--- src/design/gap_buffer_engine_core_macros.svh ---
// assertion macros shared by the gap buffer engine
`ifndef GAP_BUFFER_ENGINE_CORE_MACROS_SVH
`define GAP_BUFFER_ENGINE_CORE_MACROS_SVH

// condition holds at every clock edge outside reset
`define GBE_ASSERT_ALWAYS(lbl, clk, rst_n, cond, msg) \
    lbl: assert property (@(posedge clk) disable iff (!rst_n) (cond)) \
        else $error(msg);

// antecedent implies consequent in the same cycle
`define GBE_ASSERT_SAME(lbl, clk, rst_n, ante, cons, msg) \
    lbl: assert property (@(posedge clk) disable iff (!rst_n) (ante) |-> (cons)) \
        else $error(msg);

// antecedent implies consequent in the next cycle
`define GBE_ASSERT_NEXT(lbl, clk, rst_n, ante, cons, msg) \
    lbl: assert property (@(posedge clk) disable iff (!rst_n) (ante) |=> (cons)) \
        else $error(msg);

`endif

--- src/design/gbe_pkg.sv ---
// types and constants of the gap buffer engine
`default_nettype none

package gbe_pkg;

    localparam int CAPACITY_DEF = 4096;
    localparam int POS_W        = 13;
    localparam int BYTE_W       = 8;
    localparam int OP_W         = 2;
    localparam int STAT_W       = 2;

    typedef enum logic [OP_W-1:0] {
        OP_READ   = 2'd0,
        OP_INSERT = 2'd1,
        OP_DELETE = 2'd2,
        OP_CLEAR  = 2'd3
    } t_opcode;

    typedef enum logic [STAT_W-1:0] {
        ST_OK     = 2'd0,
        ST_FULL   = 2'd1,
        ST_BOUNDS = 2'd2
    } t_status;

    typedef enum logic [2:0] {
        S_IDLE,
        S_EVAL,
        S_READ_WAIT,
        S_MOVE,
        S_COMMIT,
        S_DONE
    } t_state;

    // controller to datapath
    typedef struct packed {
        logic    latch;
        logic    issue_read;
        logic    step_right;
        logic    step_left;
        logic    commit_insert;
        logic    commit_delete;
        logic    clear_gap;
        logic    load_out;
        logic    use_rd;
        t_status res_status;
    } t_dp_cmd;

    // datapath to controller
    typedef struct packed {
        t_opcode op;
        logic    rd_bad;
        logic    ins_bad;
        logic    ins_full;
        logic    del_bad;
        logic    del_empty;
        logic    at_target;
        logic    below_target;
        logic    out_free;
    } t_dp_sts;

endpackage

`default_nettype wire

--- src/design/gbe_ctrl.sv ---
// gap buffer controller state machine
`default_nettype none

module gbe_ctrl (
    input  wire logic             i_clk,
    input  wire logic             i_rst_n,
    input  wire logic             i_in_valid,
    output logic                  o_in_ready,
    input  wire gbe_pkg::t_dp_sts i_sts,
    output gbe_pkg::t_dp_cmd      o_cmd
);
    import gbe_pkg::*;

    t_state  r_state, n_state;
    t_status r_res_status, n_res_status;
    logic    r_use_rd, n_use_rd;

    // state register
    always_ff @(posedge i_clk) begin
        if (!i_rst_n) begin
            r_state      <= S_IDLE;
            r_res_status <= ST_OK;
            r_use_rd     <= 1'b0;
        end else begin
            r_state      <= n_state;
            r_res_status <= n_res_status;
            r_use_rd     <= n_use_rd;
        end
    end

    // next state and commands
    always_comb begin
        n_state      = r_state;
        n_res_status = r_res_status;
        n_use_rd     = r_use_rd;
        o_in_ready   = 1'b0;
        o_cmd        = '0;
        o_cmd.res_status = r_res_status;
        o_cmd.use_rd     = r_use_rd;
        unique case (r_state)
            S_IDLE: begin
                o_in_ready  = 1'b1;
                o_cmd.latch = i_in_valid;
                if (i_in_valid) begin
                    n_state      = S_EVAL;
                    n_res_status = ST_OK;
                    n_use_rd     = 1'b0;
                end
            end
            S_EVAL: begin
                unique case (i_sts.op)
                    OP_READ: begin
                        if (i_sts.rd_bad) begin
                            n_res_status = ST_BOUNDS;
                            n_state      = S_DONE;
                        end else begin
                            o_cmd.issue_read = 1'b1;
                            n_use_rd         = 1'b1;
                            n_state          = S_READ_WAIT;
                        end
                    end
                    OP_INSERT: begin
                        priority if (i_sts.ins_bad) begin
                            n_res_status = ST_BOUNDS;
                            n_state      = S_DONE;
                        end else if (i_sts.ins_full) begin
                            n_res_status = ST_FULL;
                            n_state      = S_DONE;
                        end else begin
                            n_state = S_MOVE;
                        end
                    end
                    OP_DELETE: begin
                        priority if (i_sts.del_bad) begin
                            n_res_status = ST_BOUNDS;
                            n_state      = S_DONE;
                        end else if (i_sts.del_empty) begin
                            n_state = S_DONE;
                        end else begin
                            n_state = S_MOVE;
                        end
                    end
                    OP_CLEAR: begin
                        o_cmd.clear_gap = 1'b1;
                        n_state         = S_DONE;
                    end
                    default: begin
                        n_state = S_DONE;
                    end
                endcase
            end
            S_READ_WAIT: begin
                n_state = S_DONE;
            end
            // one byte crosses the gap per cycle
            S_MOVE: begin
                priority if (i_sts.at_target) begin
                    n_state = S_COMMIT;
                end else if (i_sts.below_target) begin
                    o_cmd.step_right = 1'b1;
                end else begin
                    o_cmd.step_left = 1'b1;
                end
            end
            S_COMMIT: begin
                o_cmd.commit_insert = (i_sts.op == OP_INSERT);
                o_cmd.commit_delete = (i_sts.op != OP_INSERT);
                n_state             = S_DONE;
            end
            S_DONE: begin
                if (i_sts.out_free) begin
                    o_cmd.load_out = 1'b1;
                    n_state        = S_IDLE;
                end
            end
            default: begin
                n_state = S_IDLE;
            end
        endcase
    end

endmodule

`default_nettype wire
--- config.mk ---
export PLATFORM = sky130hd
export DESIGN_NAME = gbe_ctrl
export DESIGN_NICKNAME = d
export VERILOG_FILES = /design/src/design/gap_buffer_engine_core_macros.svh /design/src/design/gbe_pkg.sv /design/src/design/gbe_ctrl.sv
export SDC_FILE = /design/constraint.sdc
export NUM_CORES = 1
export LEC_CHECK = 0
export ABC_AREA = 0
export BUFFER_PORTS_ARGS = -buffer_cell sky130_fd_sc_hd__buf_4
export CELL_PAD_IN_SITES_DETAIL_PLACEMENT = 0
export CELL_PAD_IN_SITES_GLOBAL_PLACEMENT = 1
export CORE_MARGIN = 2
export CORE_UTILIZATION = 33
export CTS_BUF_LIST = sky130_fd_sc_hd__clkbuf_4
export DETAILED_ROUTE_END_ITERATION = 8
export GPL_ROUTABILITY_DRIVEN = 0
export GPL_TIMING_DRIVEN = 0
export PLACE_DENSITY = 0.89
export SYNTH_ARGS = -nofsm -noshare
export SYNTH_HDL_FRONTEND = slang
export SYNTH_SLANG_ARGS = --single-unit
--- constraint.sdc ---
create_clock -name i_clk -period 2.31 [get_ports i_clk]
set_input_delay 0.462 -clock i_clk [delete_from_list [all_inputs] [get_ports i_clk]]
set_output_delay 0.462 -clock i_clk [all_outputs]
set_load 0.005 [all_outputs]
After elaboration in Yosys (flattened, before gate mapping)
Cells that the tools add are included.
{"block": "totals", "register_bits": 6, "wordCells": 63}
{"block": "classes", "n_eq_ne": 18, "n_mux": 35, "reduce_logical": 7}
{"cell": "2-to-1 mux 3 bit", "count": 8}
{"cell": "2-to-1 mux 2 bit", "count": 8}
{"cell": "case mux 3 bit (5 select lines)", "count": 1}
{"cell": "2-to-1 mux 1 bit", "count": 14}
{"cell": "case mux 3 bit (4 select lines)", "count": 1}
{"cell": "!= test 2 bit (second input constant)", "count": 4}
{"cell": "equality test 3 x 2 -> 1 bit (second input constant)", "count": 2}
{"cell": "equality test 3 bit (second input constant)", "count": 2}
{"cell": "!= test 3 bit (second input constant)", "count": 2}
{"cell": "case mux 2 bit (3 select lines)", "count": 1}
{"cell": "AND reduction 6 bit", "count": 1}
{"cell": "equality test 2 bit (second input constant)", "count": 2}
{"cell": "!= test 2 x 1 -> 1 bit (second input constant)", "count": 2}
{"cell": "!= test 4 x 2 -> 1 bit (second input constant)", "count": 1}
{"cell": "!= test 4 bit (second input constant)", "count": 1}
{"cell": "case mux 2 bit (2 select lines)", "count": 1}
{"cell": "AND reduction 4 bit", "count": 1}
{"cell": "equality test 3 x 1 -> 1 bit (second input constant)", "count": 1}
{"cell": "zero test 3 bit", "count": 1}
{"cell": "AND reduction 3 bit", "count": 1}
{"cell": "equality test 2 x 1 -> 1 bit (second input constant)", "count": 1}
{"cell": "zero test 2 bit", "count": 1}
{"cell": "case mux 1 bit (2 select lines)", "count": 1}
{"cell": "nonzero test 2 bit", "count": 1}
{"cell": "OR reduction 2 bit", "count": 1}

Longest topological paths before layout
Gate-level depths: netlist of run 1.
{"block": "logic_depth", "ltp_word": 4, "mapped_depth": 5}

Least setup slack after synthesis of run 1
No wires, ideal clock.
{"block": "synth_path", "path_type": "input port to output port", "startpoint": "in i_sts[9] (netlist name)", "endpoint": "out o_cmd[5] (netlist name)", "arrival_time_ps": 968, "slack_ps": 880, "cell_stages": 3, "path_buffers": 1, "cell_sequence": "buf_6 -> and2b_2 -> nor3_1"}
{"element": "from (decl)", "line_no": "gbe_ctrl.sv:9", "rtl": "input wire gbe_pkg::t_dp_sts i_sts,"}
{"element": "to (decl)", "line_no": "gbe_ctrl.sv:10", "rtl": "output gbe_pkg::t_dp_cmd o_cmd"}

==> flow_metrics.env, run 1 <==
export IMPL_status="complete, no violations"
export IMPL_dieHeight_um=41.4
export IMPL_rows=13
export IMPL_clkTransAtPathRegs_ns=0.05
export IMPL_clockRootBuffer="clkbuf_4"
export IMPL_path_class="reg -> out"
export IMPL_peakVddDrop_uv=228
export IMPL_cp_arrival_ns=1.39
export IMPL_grt_pass1_vias=451
export IMPL_fin_setup_tns_ns=0
export IMPL_maxSlewViolCount=0
export IMPL_track_usage=0.165
export IMPL_antenna_found_initial=0
export IMPL_cp_cell_sequence="buf_2 -> nand2b_1 -> nor2_1 -> and2_1 -> buf_4"
export IMPL_synthCells=59
export IMPL_coreArea_um2=1300
export IMPL_fill_cells=136
export IMPL_synth_top_area_frac=0.261
export IMPL_fin_nets=100
export IMPL_n_antenna_cell=0
export IMPL_start_util=0.354
export IMPL_p_seq_frac=0.342
export IMPL_htreeDepth=1
export IMPL_ctsHoldBuffers=0
export IMPL_drt_total_wl_mm=1.11
export IMPL_postRouteAntennaNets=0
export IMPL_cts_setup_buffers=0
export IMPL_cp_start_kind="register"
export IMPL_drtIter0Drc=10
export IMPL_p_int_mw=0.233
export IMPL_min_path_cells=2
export IMPL_power_density_nw_per_um2=494
export IMPL_reg2regPathDepth=5
export IMPL_whs_ns=0.485
export IMPL_hold_viol_final=0
export IMPL_synth_common_cells="7 x nor2_1, 6 x dfxtp_1, 6 x nor3_1, 4 x nand2_1"
export IMPL_async_flop_share=0
export IMPL_drt_pass1_iter_count=4
export IMPL_avgSynthCellArea_um2=7.80
export IMPL_cts_made_buffers=3
export IMPL_netSwitchingFraction=0.302
export IMPL_cts_sinks=6
export IMPL_synthToLayoutAreaGrowth_pct=46.5
export IMPL_regArea_um2=120
export IMPL_routed_via_density=4.95
export IMPL_vias=495
export IMPL_power_frac_clock=0.295
export IMPL_layout_drive_gt1_share=0.412
export IMPL_slew_limit_headroom=0.829
export IMPL_multi_input_comb_area_um2=303
export IMPL_max_freq_mhz=539
export IMPL_slowest_delay_ns=0.29
export IMPL_setup_viol=0
export IMPL_rrSetupSlack_ns=1.06
export IMPL_synth_main_ff_cell="dfxtp_1"
export IMPL_synth_area_leaders="dfxtp_1 26%, nor3_1 6.5%, nor2_1 5.7%"
export IMPL_synthesis_area_um2=460
export IMPL_route_detailed_drc=0
export IMPL_synth_edff_count=0
export IMPL_clock_skew_ns=0.00768
export IMPL_die_area_um2=1710
export IMPL_die_x_um=41.4
export IMPL_end_kind="output port"
export IMPL_crit_required_ns=1.85
export IMPL_maxCapViolations=0
export IMPL_synth_area_leader_cell="dfxtp_1"
export IMPL_period_share=0.803
export IMPL_yosysMostFrequentCell="nor2_1"
export IMPL_grt_max_degree=11
export IMPL_ioPinCount=25
export IMPL_cpMaxStageDelayCell="dfxtp_1"
export IMPL_hpwl_um=859
export IMPL_ys_warn_count=0
export IMPL_port_buffer_count=23
export IMPL_grt_pass1_wl_mm=1.80
export IMPL_ys_types=28
export IMPL_p_sw_mw=0.101
export IMPL_seq_area_frac_synth=0.261
export IMPL_clk_latency_ns=0.25
export IMPL_pwr_share_comb=0.363
export IMPL_rsz0062_at_grt="false"
export IMPL_worst_pin_slew_ns=0.255
export IMPL_min_path_type="in -> reg"
export IMPL_clockBufferDepth=2
export IMPL_path_max_fanout=9
export IMPL_synthesis_nets=72
export IMPL_ys_ff_latch=6
export IMPL_fin_total_pwr_mw=0.333
export IMPL_cts_resized=0
export IMPL_grt_overflow=0
export IMPL_tritoncts="done"
export IMPL_fin_crit_ns=1.86
export IMPL_leakage_nw=0.339
export IMPL_wl_per_cell_um=11.1
[sequential cells by signal (all words and copies together) (netlist names)]
name and count:
r_use_rd 1, r_res_status 2, r_state 3
[power by group through the flow]
stage          Clock [mW]  Combinational (mW)  Sequential [mW]
2_1_floorplan           0              0.0706            0.116
3_3_place_gp            0               0.121            0.116
3_5_place_dp            0               0.121            0.116
4_1_cts             0.106               0.121            0.114
5_1_grt             0.108               0.136            0.114
6_report           0.0983               0.121            0.114
[worst max-delay path: cells and delay by family, from the launching register on]
kind / cells / cell delay [ns]
and+or+nand+nor: 3 / 0.57
buffers and inverters: 2 / 0.28
DFF: 1 / 0.29
[per-layer routing]
layer / vias to the layer above / part of all wire / track usage / wire, um
met5: - / 0 / 0 / 0
met4: 0 / 0.0054 / 0.113 / 6
met3: 2 / 0.083 / 0.0585 / 93
met2: 19 / 0.44 / 0.238 / 488
met1: 207 / 0.47 / 0.204 / 526
li1: 267 / - / - / -
[final timing paths]
check	startpoint	endpoint
worst max-delay path	r_state[2]	o_cmd[9]
worst min-delay path	i_rst_n	r_use_rd
worst max register to register	r_state[2]	r_res_status[0]
worst min register to register	r_res_status[0]	r_res_status[0]
[per-stage QoR]
stage,setup slack (ns),util,area (um^2),cells
3_3_place_gp,0.639,0.501,652,97
4_1_cts,0.449,0.518,674,100
5_1_grt,0.356,0.518,674,100
3_5_place_dp,0.678,0.501,652,97
6_report,0.455,0.518,674,100
2_1_floorplan,0.880,-,460,59
[cell type report]
class,count,area share
tap,15,0.0278
inverter,1,0.00557
buffer,5,0.0501
multi-input combinational,47,0.449
sequential,6,0.178
timing repair buffer,23,0.256
clock buffer,3,0.0334
[cells in the final DEF (no fill, tap or decap), drive strengths merged]
master	netlist	layout
buf	5	28
nor2	7	7
nor3	7	7
dfxtp	6	6
nand2	4	4
nand2b	4	4
and2	3	3
a21oi	3	3
clkbuf	0	3
o211a	2	2
o221ai	2	2
a32o	2	2
o21a	2	2
and2b	1	1
inv	1	1
and3	1	1
or3	1	1
a211oi	1	1
mux2i	1	1
o21ai	1	1
nor3b	1	1
nor2b	1	1
nand3b	1	1
a221oi	1	1
a21o	1	1
[kinds of logic after synthesis]
family | synth area share
multiplexers | 0.0217
flip-flops | 0.261
AO/OA/AOI/OAI | 0.253
AND/OR/NAND/NOR | 0.383
buffers and inverters | 0.0815
(Power assumes the default switching activity.)
==> run 2, diff against run 1 <==
--- a/config.mk
+++ b/config.mk
@@ -10,12 +10,12 @@
 export CELL_PAD_IN_SITES_DETAIL_PLACEMENT = 0
 export CELL_PAD_IN_SITES_GLOBAL_PLACEMENT = 1
 export CORE_MARGIN = 2
-export CORE_UTILIZATION = 33
+export CORE_UTILIZATION = 30
 export CTS_BUF_LIST = sky130_fd_sc_hd__clkbuf_4
 export DETAILED_ROUTE_END_ITERATION = 8
 export GPL_ROUTABILITY_DRIVEN = 0
 export GPL_TIMING_DRIVEN = 0
-export PLACE_DENSITY = 0.89
+export PLACE_DENSITY = 0.83
 export SYNTH_ARGS = -nofsm -noshare
 export SYNTH_HDL_FRONTEND = slang
 export SYNTH_SLANG_ARGS = --single-unit
==> constraint.sdc (replaced) <==
create_clock -name i_clk -period 1.8 [get_ports i_clk]
set_input_delay 0.36 -clock i_clk [delete_from_list [all_inputs] [get_ports i_clk]]
set_output_delay 0.36 -clock i_clk [all_outputs]
set_load 0.005 [all_outputs]
==> flow_metrics.env, run 2 (synthesized netlist as in run 1, its figures left out) <==
export IMPL_hpwl_um=877
export IMPL_p_seq_frac=0.341
export IMPL_clockRootBuffer="clkbuf_4"
export IMPL_path_max_fanout=9
export IMPL_fin_setup_tns_ns=0
export IMPL_grt_max_degree=11
export IMPL_port_buffer_count=23
export IMPL_clkTransAtPathRegs_ns=0.05
export IMPL_slew_limit_headroom=0.838
export IMPL_drtIter0Drc=1
export IMPL_postRouteAntennaNets=0
export IMPL_drt_total_wl_mm=1.13
export IMPL_final_util=0.461
export IMPL_cts_setup_buffers=0
export IMPL_status="complete, no violations"
export IMPL_largest_reg_flops=3
export IMPL_min_path_type="in -> reg"
export IMPL_regMostFlops="r_state"
export IMPL_layout_commonest_cell="buf_4"
export IMPL_rsz0062_at_grt="false"
export IMPL_dieHeight_um=43.2
export IMPL_htreeDepth=1
export IMPL_track_usage=0.136
export IMPL_worst_pin_slew_ns=0.241
export IMPL_p_sw_mw=0.129
export IMPL_die_area_um2=1860
export IMPL_tritoncts="done"
export IMPL_synthToLayoutAreaGrowth_pct=47.3
export IMPL_maxSlewViolCount=0
export IMPL_fin_crit_ns=1.69
export IMPL_vias=493
export IMPL_route_detailed_drc=0
export IMPL_wl_per_cell_um=11.2
export IMPL_n_antenna_cell=0
export IMPL_max_freq_mhz=593
export IMPL_cp_arrival_ns=1.33
export IMPL_fin_ws_ns=0.113
export IMPL_dp_slack_ns=0.346
export IMPL_power_density_nw_per_um2=631
export IMPL_ioPinCount=25
export IMPL_whs_ns=0.387
export IMPL_netSwitchingFraction=0.302
export IMPL_layout_common_cells="24 x buf_4, 6 x nor3_1, 6 x nor2_1, 6 x dfxtp_1, 4 x nand2_1"
export IMPL_rows=14
export IMPL_power_frac_clock=0.296
export IMPL_p_int_mw=0.299
export IMPL_cp_start_kind="register"
export IMPL_rrSetupSlack_ns=0.57
export IMPL_drt_pass1_iter_count=2
export IMPL_die_x_um=43.2
export IMPL_setup_viol=0
export IMPL_grt_pass1_wl_mm=1.89
export IMPL_pwr_share_comb=0.364
export IMPL_ctsHoldBuffers=0
export IMPL_path_class="reg -> out"
export IMPL_maxCapViolations=0
export IMPL_layout_drive_gt1_share=0.424
export IMPL_reg_top3="r_state: 3 flops, r_res_status: 2 flops, r_use_rd: 1 flops"
export IMPL_peakVddDrop_uv=340
export IMPL_grt_pass1_vias=466
export IMPL_start_util=0.313
export IMPL_grt_overflow=0
export IMPL_crit_required_ns=1.44
export IMPL_fin_total_pwr_mw=0.428
export IMPL_cts_sinks=6
export IMPL_antenna_found_initial=0
export IMPL_end_kind="output port"
export IMPL_clk_latency_ns=0.24
export IMPL_period_share=0.937
export IMPL_coreArea_um2=1470
export IMPL_fin_nets=100
export IMPL_cts_made_buffers=3
export IMPL_leakage_nw=0.339
export IMPL_clockBufferDepth=2
export IMPL_clock_skew_ns=0.000476
export IMPL_routed_via_density=4.88
export IMPL_hold_viol_final=0
[run 2: cell types whose count changed in the layout (fill, tap and decap cells not counted)]
cell    change
nor2_1      -1
nor2_2      +1
[run 2: layout make-up]
cell class,instances,area (um^2)
flip-flops and latches,6,120
inverters,1,3.75
multi-input cells,47,305
fillers,163,793
well taps,16,20.0
plain buffers,5,33.8
clock buffers,3,22.5
repair buffers,23,173
[run 2: metal layers]
layer / wire length (um) / GRT usage / vias to the layer above / part of all wire
li1: - / - / 267 / -
met1: 581 / 0.183 / 212 / 0.51
met2: 478 / 0.191 / 12 / 0.42
met3: 62 / 0.0170 / 2 / 0.055
met4: 10 / 0.109 / 0 / 0.0088
met5: 0 / 0 / - / 0
[run 2: timing repair]
action,4_1_cts,5_1_grt
setup endpoints to repair,0,2
hold endpoints to repair,0,0
resized for setup,0,1
[run 2: per-stage QoR]
step | instances | cell area (um^2)
finish | 101 | 678
global route | 101 | 678
CTS | 101 | 676
detailed placement | 98 | 653
global placement | 98 | 653
floorplan | 59 | 460
[run 2: critical path, cell delays in order (launching register included)]
cell      delay (ns)
dfxtp_1         0.29
buf_2           0.19
nand2b_1        0.21
nor2_2          0.06
and3_2          0.21
buf_4           0.13
[run 2: final timing paths]
path,from,to,cells after the start
worst max-delay path,r_state[2],o_cmd[4],5
worst min register to register,r_res_status[0],r_res_status[0],1
worst min-delay path,i_rst_n,r_use_rd,2
worst max register to register,r_state[2],r_res_status[1],5
[run 2: power by group through the flow]
stage	registers, mW	logic [mW]	clock network (mW)
2_1_floorplan	0.148	0.0906	0
3_3_place_gp	0.148	0.155	0
3_5_place_dp	0.148	0.155	0
4_1_cts	0.146	0.156	0.137
5_1_grt	0.146	0.173	0.135
6_report	0.146	0.156	0.127
==> run 3, diff against run 2 <==
--- a/config.mk
+++ b/config.mk
@@ -9,7 +9,7 @@
 export BUFFER_PORTS_ARGS = -buffer_cell sky130_fd_sc_hd__buf_4
 export CELL_PAD_IN_SITES_DETAIL_PLACEMENT = 0
 export CELL_PAD_IN_SITES_GLOBAL_PLACEMENT = 1
-export CORE_MARGIN = 2
+export CORE_MARGIN = 3
 export CORE_UTILIZATION = 30
 export CTS_BUF_LIST = sky130_fd_sc_hd__clkbuf_4
 export DETAILED_ROUTE_END_ITERATION = 8
==> flow_metrics.env, run 3 (synthesized netlist as in run 1, its figures left out) <==
export IMPL_fin_nets=100
export IMPL_layout_common_cells="24 x buf_4, 6 x nor3_1, 6 x nor2_1, 6 x dfxtp_1, 4 x nand2_1"
export IMPL_min_path_type="in -> reg"
export IMPL_end_kind="output port"
export IMPL_htreeDepth=1
export IMPL_path_max_fanout=9
export IMPL_layout_commonest_cell="buf_4"
export IMPL_hpwl_um=942
export IMPL_top_usage_layer="met2"
export IMPL_power_density_nw_per_um2=617
export IMPL_rows=13
export IMPL_fin_setup_tns_ns=0
export IMPL_setup_viol=0
export IMPL_placed_cells=97
export IMPL_status="complete, no violations"
export IMPL_cp_arrival_ns=1.33
export IMPL_crit_path_start="r_state[2]"
export IMPL_reg_top3="r_state: 3 flops, r_res_status: 2 flops, r_use_rd: 1 flops"
export IMPL_whs_ns=0.391
export IMPL_clock_skew_ns=0.00278
export IMPL_timing_rr_start="r_state[2]"
export IMPL_regMostFlops="r_state"
export IMPL_port_buffer_count=23
export IMPL_peakVddDrop_uv=572
export IMPL_rsz0062_at_grt="false"
export IMPL_vias=514
export IMPL_synthToLayoutAreaGrowth_pct=47.0
export IMPL_fin_ws_ns=0.112
export IMPL_grt_max_degree=11
export IMPL_cpMaxStageDelayCell="dfxtp_1"
export IMPL_cp_start_kind="register"
export IMPL_tritoncts="done"
export IMPL_fill_cells=157
export IMPL_fin_total_pwr_mw=0.418
export IMPL_cts_made_buffers=3
export IMPL_dp_slack_ns=0.321
export IMPL_slew_limit_headroom=0.828
export IMPL_crit_required_ns=1.44
export IMPL_wl_per_cell_um=11.4
export IMPL_grt_pass1_vias=437
export IMPL_start_util=0.337
export IMPL_cp_cell_sequence="buf_2 -> nand2b_1 -> nor2_2 -> and2_1 -> buf_4"
export IMPL_coreArea_um2=1370
export IMPL_maxCapViolations=0
export IMPL_n_antenna_cell=0
export IMPL_worst_pin_slew_ns=0.256
export IMPL_met1_usage=0.160
export IMPL_hold_viol_final=0
export IMPL_grt_overflow=0
export IMPL_cts_sinks=6
export IMPL_clkTransAtPathRegs_ns=0.04
export IMPL_die_area_um2=2040
export IMPL_max_freq_mhz=592
export IMPL_use_met3=0.0757
export IMPL_period_share=0.938
export IMPL_gr_usage_met2=0.195
export IMPL_hold_start="i_rst_n"
export IMPL_maxSlewViolCount=0
export IMPL_postRouteAntennaNets=0
export IMPL_routed_via_density=5.14
export IMPL_instances_no_fill=100
export IMPL_clockRootBuffer="clkbuf_4"
export IMPL_ioPinCount=25
export IMPL_layout_drive_gt1_share=0.424
export IMPL_path_class="reg -> out"
export IMPL_leakage_nw=0.339
export IMPL_dieHeight_um=45.2
export IMPL_grt_pass1_wl_mm=1.88
export IMPL_track_usage=0.128
export IMPL_drtIter0Drc=8
export IMPL_antenna_found_initial=0
export IMPL_cts_setup_buffers=0
export IMPL_slowest_delay_ns=0.29
export IMPL_die_x_um=45.2
export IMPL_drt_pass1_iter_count=6
export IMPL_clk_latency_ns=0.24
export IMPL_fin_crit_ns=1.69
export IMPL_clockBufferDepth=2
export IMPL_drt_total_wl_mm=1.14
export IMPL_route_detailed_drc=0
export IMPL_largest_reg_flops=3
-- run 3: report_power, final --
group          internal, mW  total, mW  switching [mW]
sequential            0.143      0.146         0.00284
clock                0.0748      0.115          0.0403
combinational        0.0801      0.157          0.0764
total                 0.298      0.418           0.120
-- run 3: per-stage QoR --
stage	area, um^2	utilization
after floorplan	460	-
after global placement	652	0.477
after detailed placement	652	0.477
after CTS	674	0.494
after global routing	677	0.495
final	677	0.495
-- run 3: cell type report --
class | count | area [um^2] | share of cell area
repair buffers | 23 | 173 | 0.255
flip-flops and latches | 6 | 120 | 0.177
clock buffers | 3 | 22.5 | 0.0333
well taps | 15 | 18.8 | 0.0277
inverters | 1 | 3.75 | 0.00555
plain buffers | 5 | 33.8 | 0.0499
multi-input cells | 47 | 305 | 0.451
-- run 3: per-layer routing --
metal	wire (um)	part of all wire
met4	0	0
met3	102	0.090
met2	558	0.49
met5	0	0
met1	476	0.42
-- run 3: repair_timing --
action / CTS / global route
endpoints found under the hold margin: 0 / 0
gates resized for setup: 0 / 1
hold buffers: 0 / 0
setup endpoints to repair: 0 / 2
-- run 3: final timing paths --
path / to / slack [ns] / cells past startpoint
setup / recovery: o_cmd[9] / 0.11 / 5
hold / removal: r_use_rd / 0.39 / 2
setup reg to reg: r_res_status[0] / 0.57 / 5
hold reg to reg: r_res_status[1] / 0.50 / 1
-- run 3: worst max-delay path: cells and delay by family, from the launching register on --
family                 cells  cell delay [ns]
buffers and inverters      2             0.28
flip-flops                 1             0.29
AND/OR/NAND/NOR            3             0.53
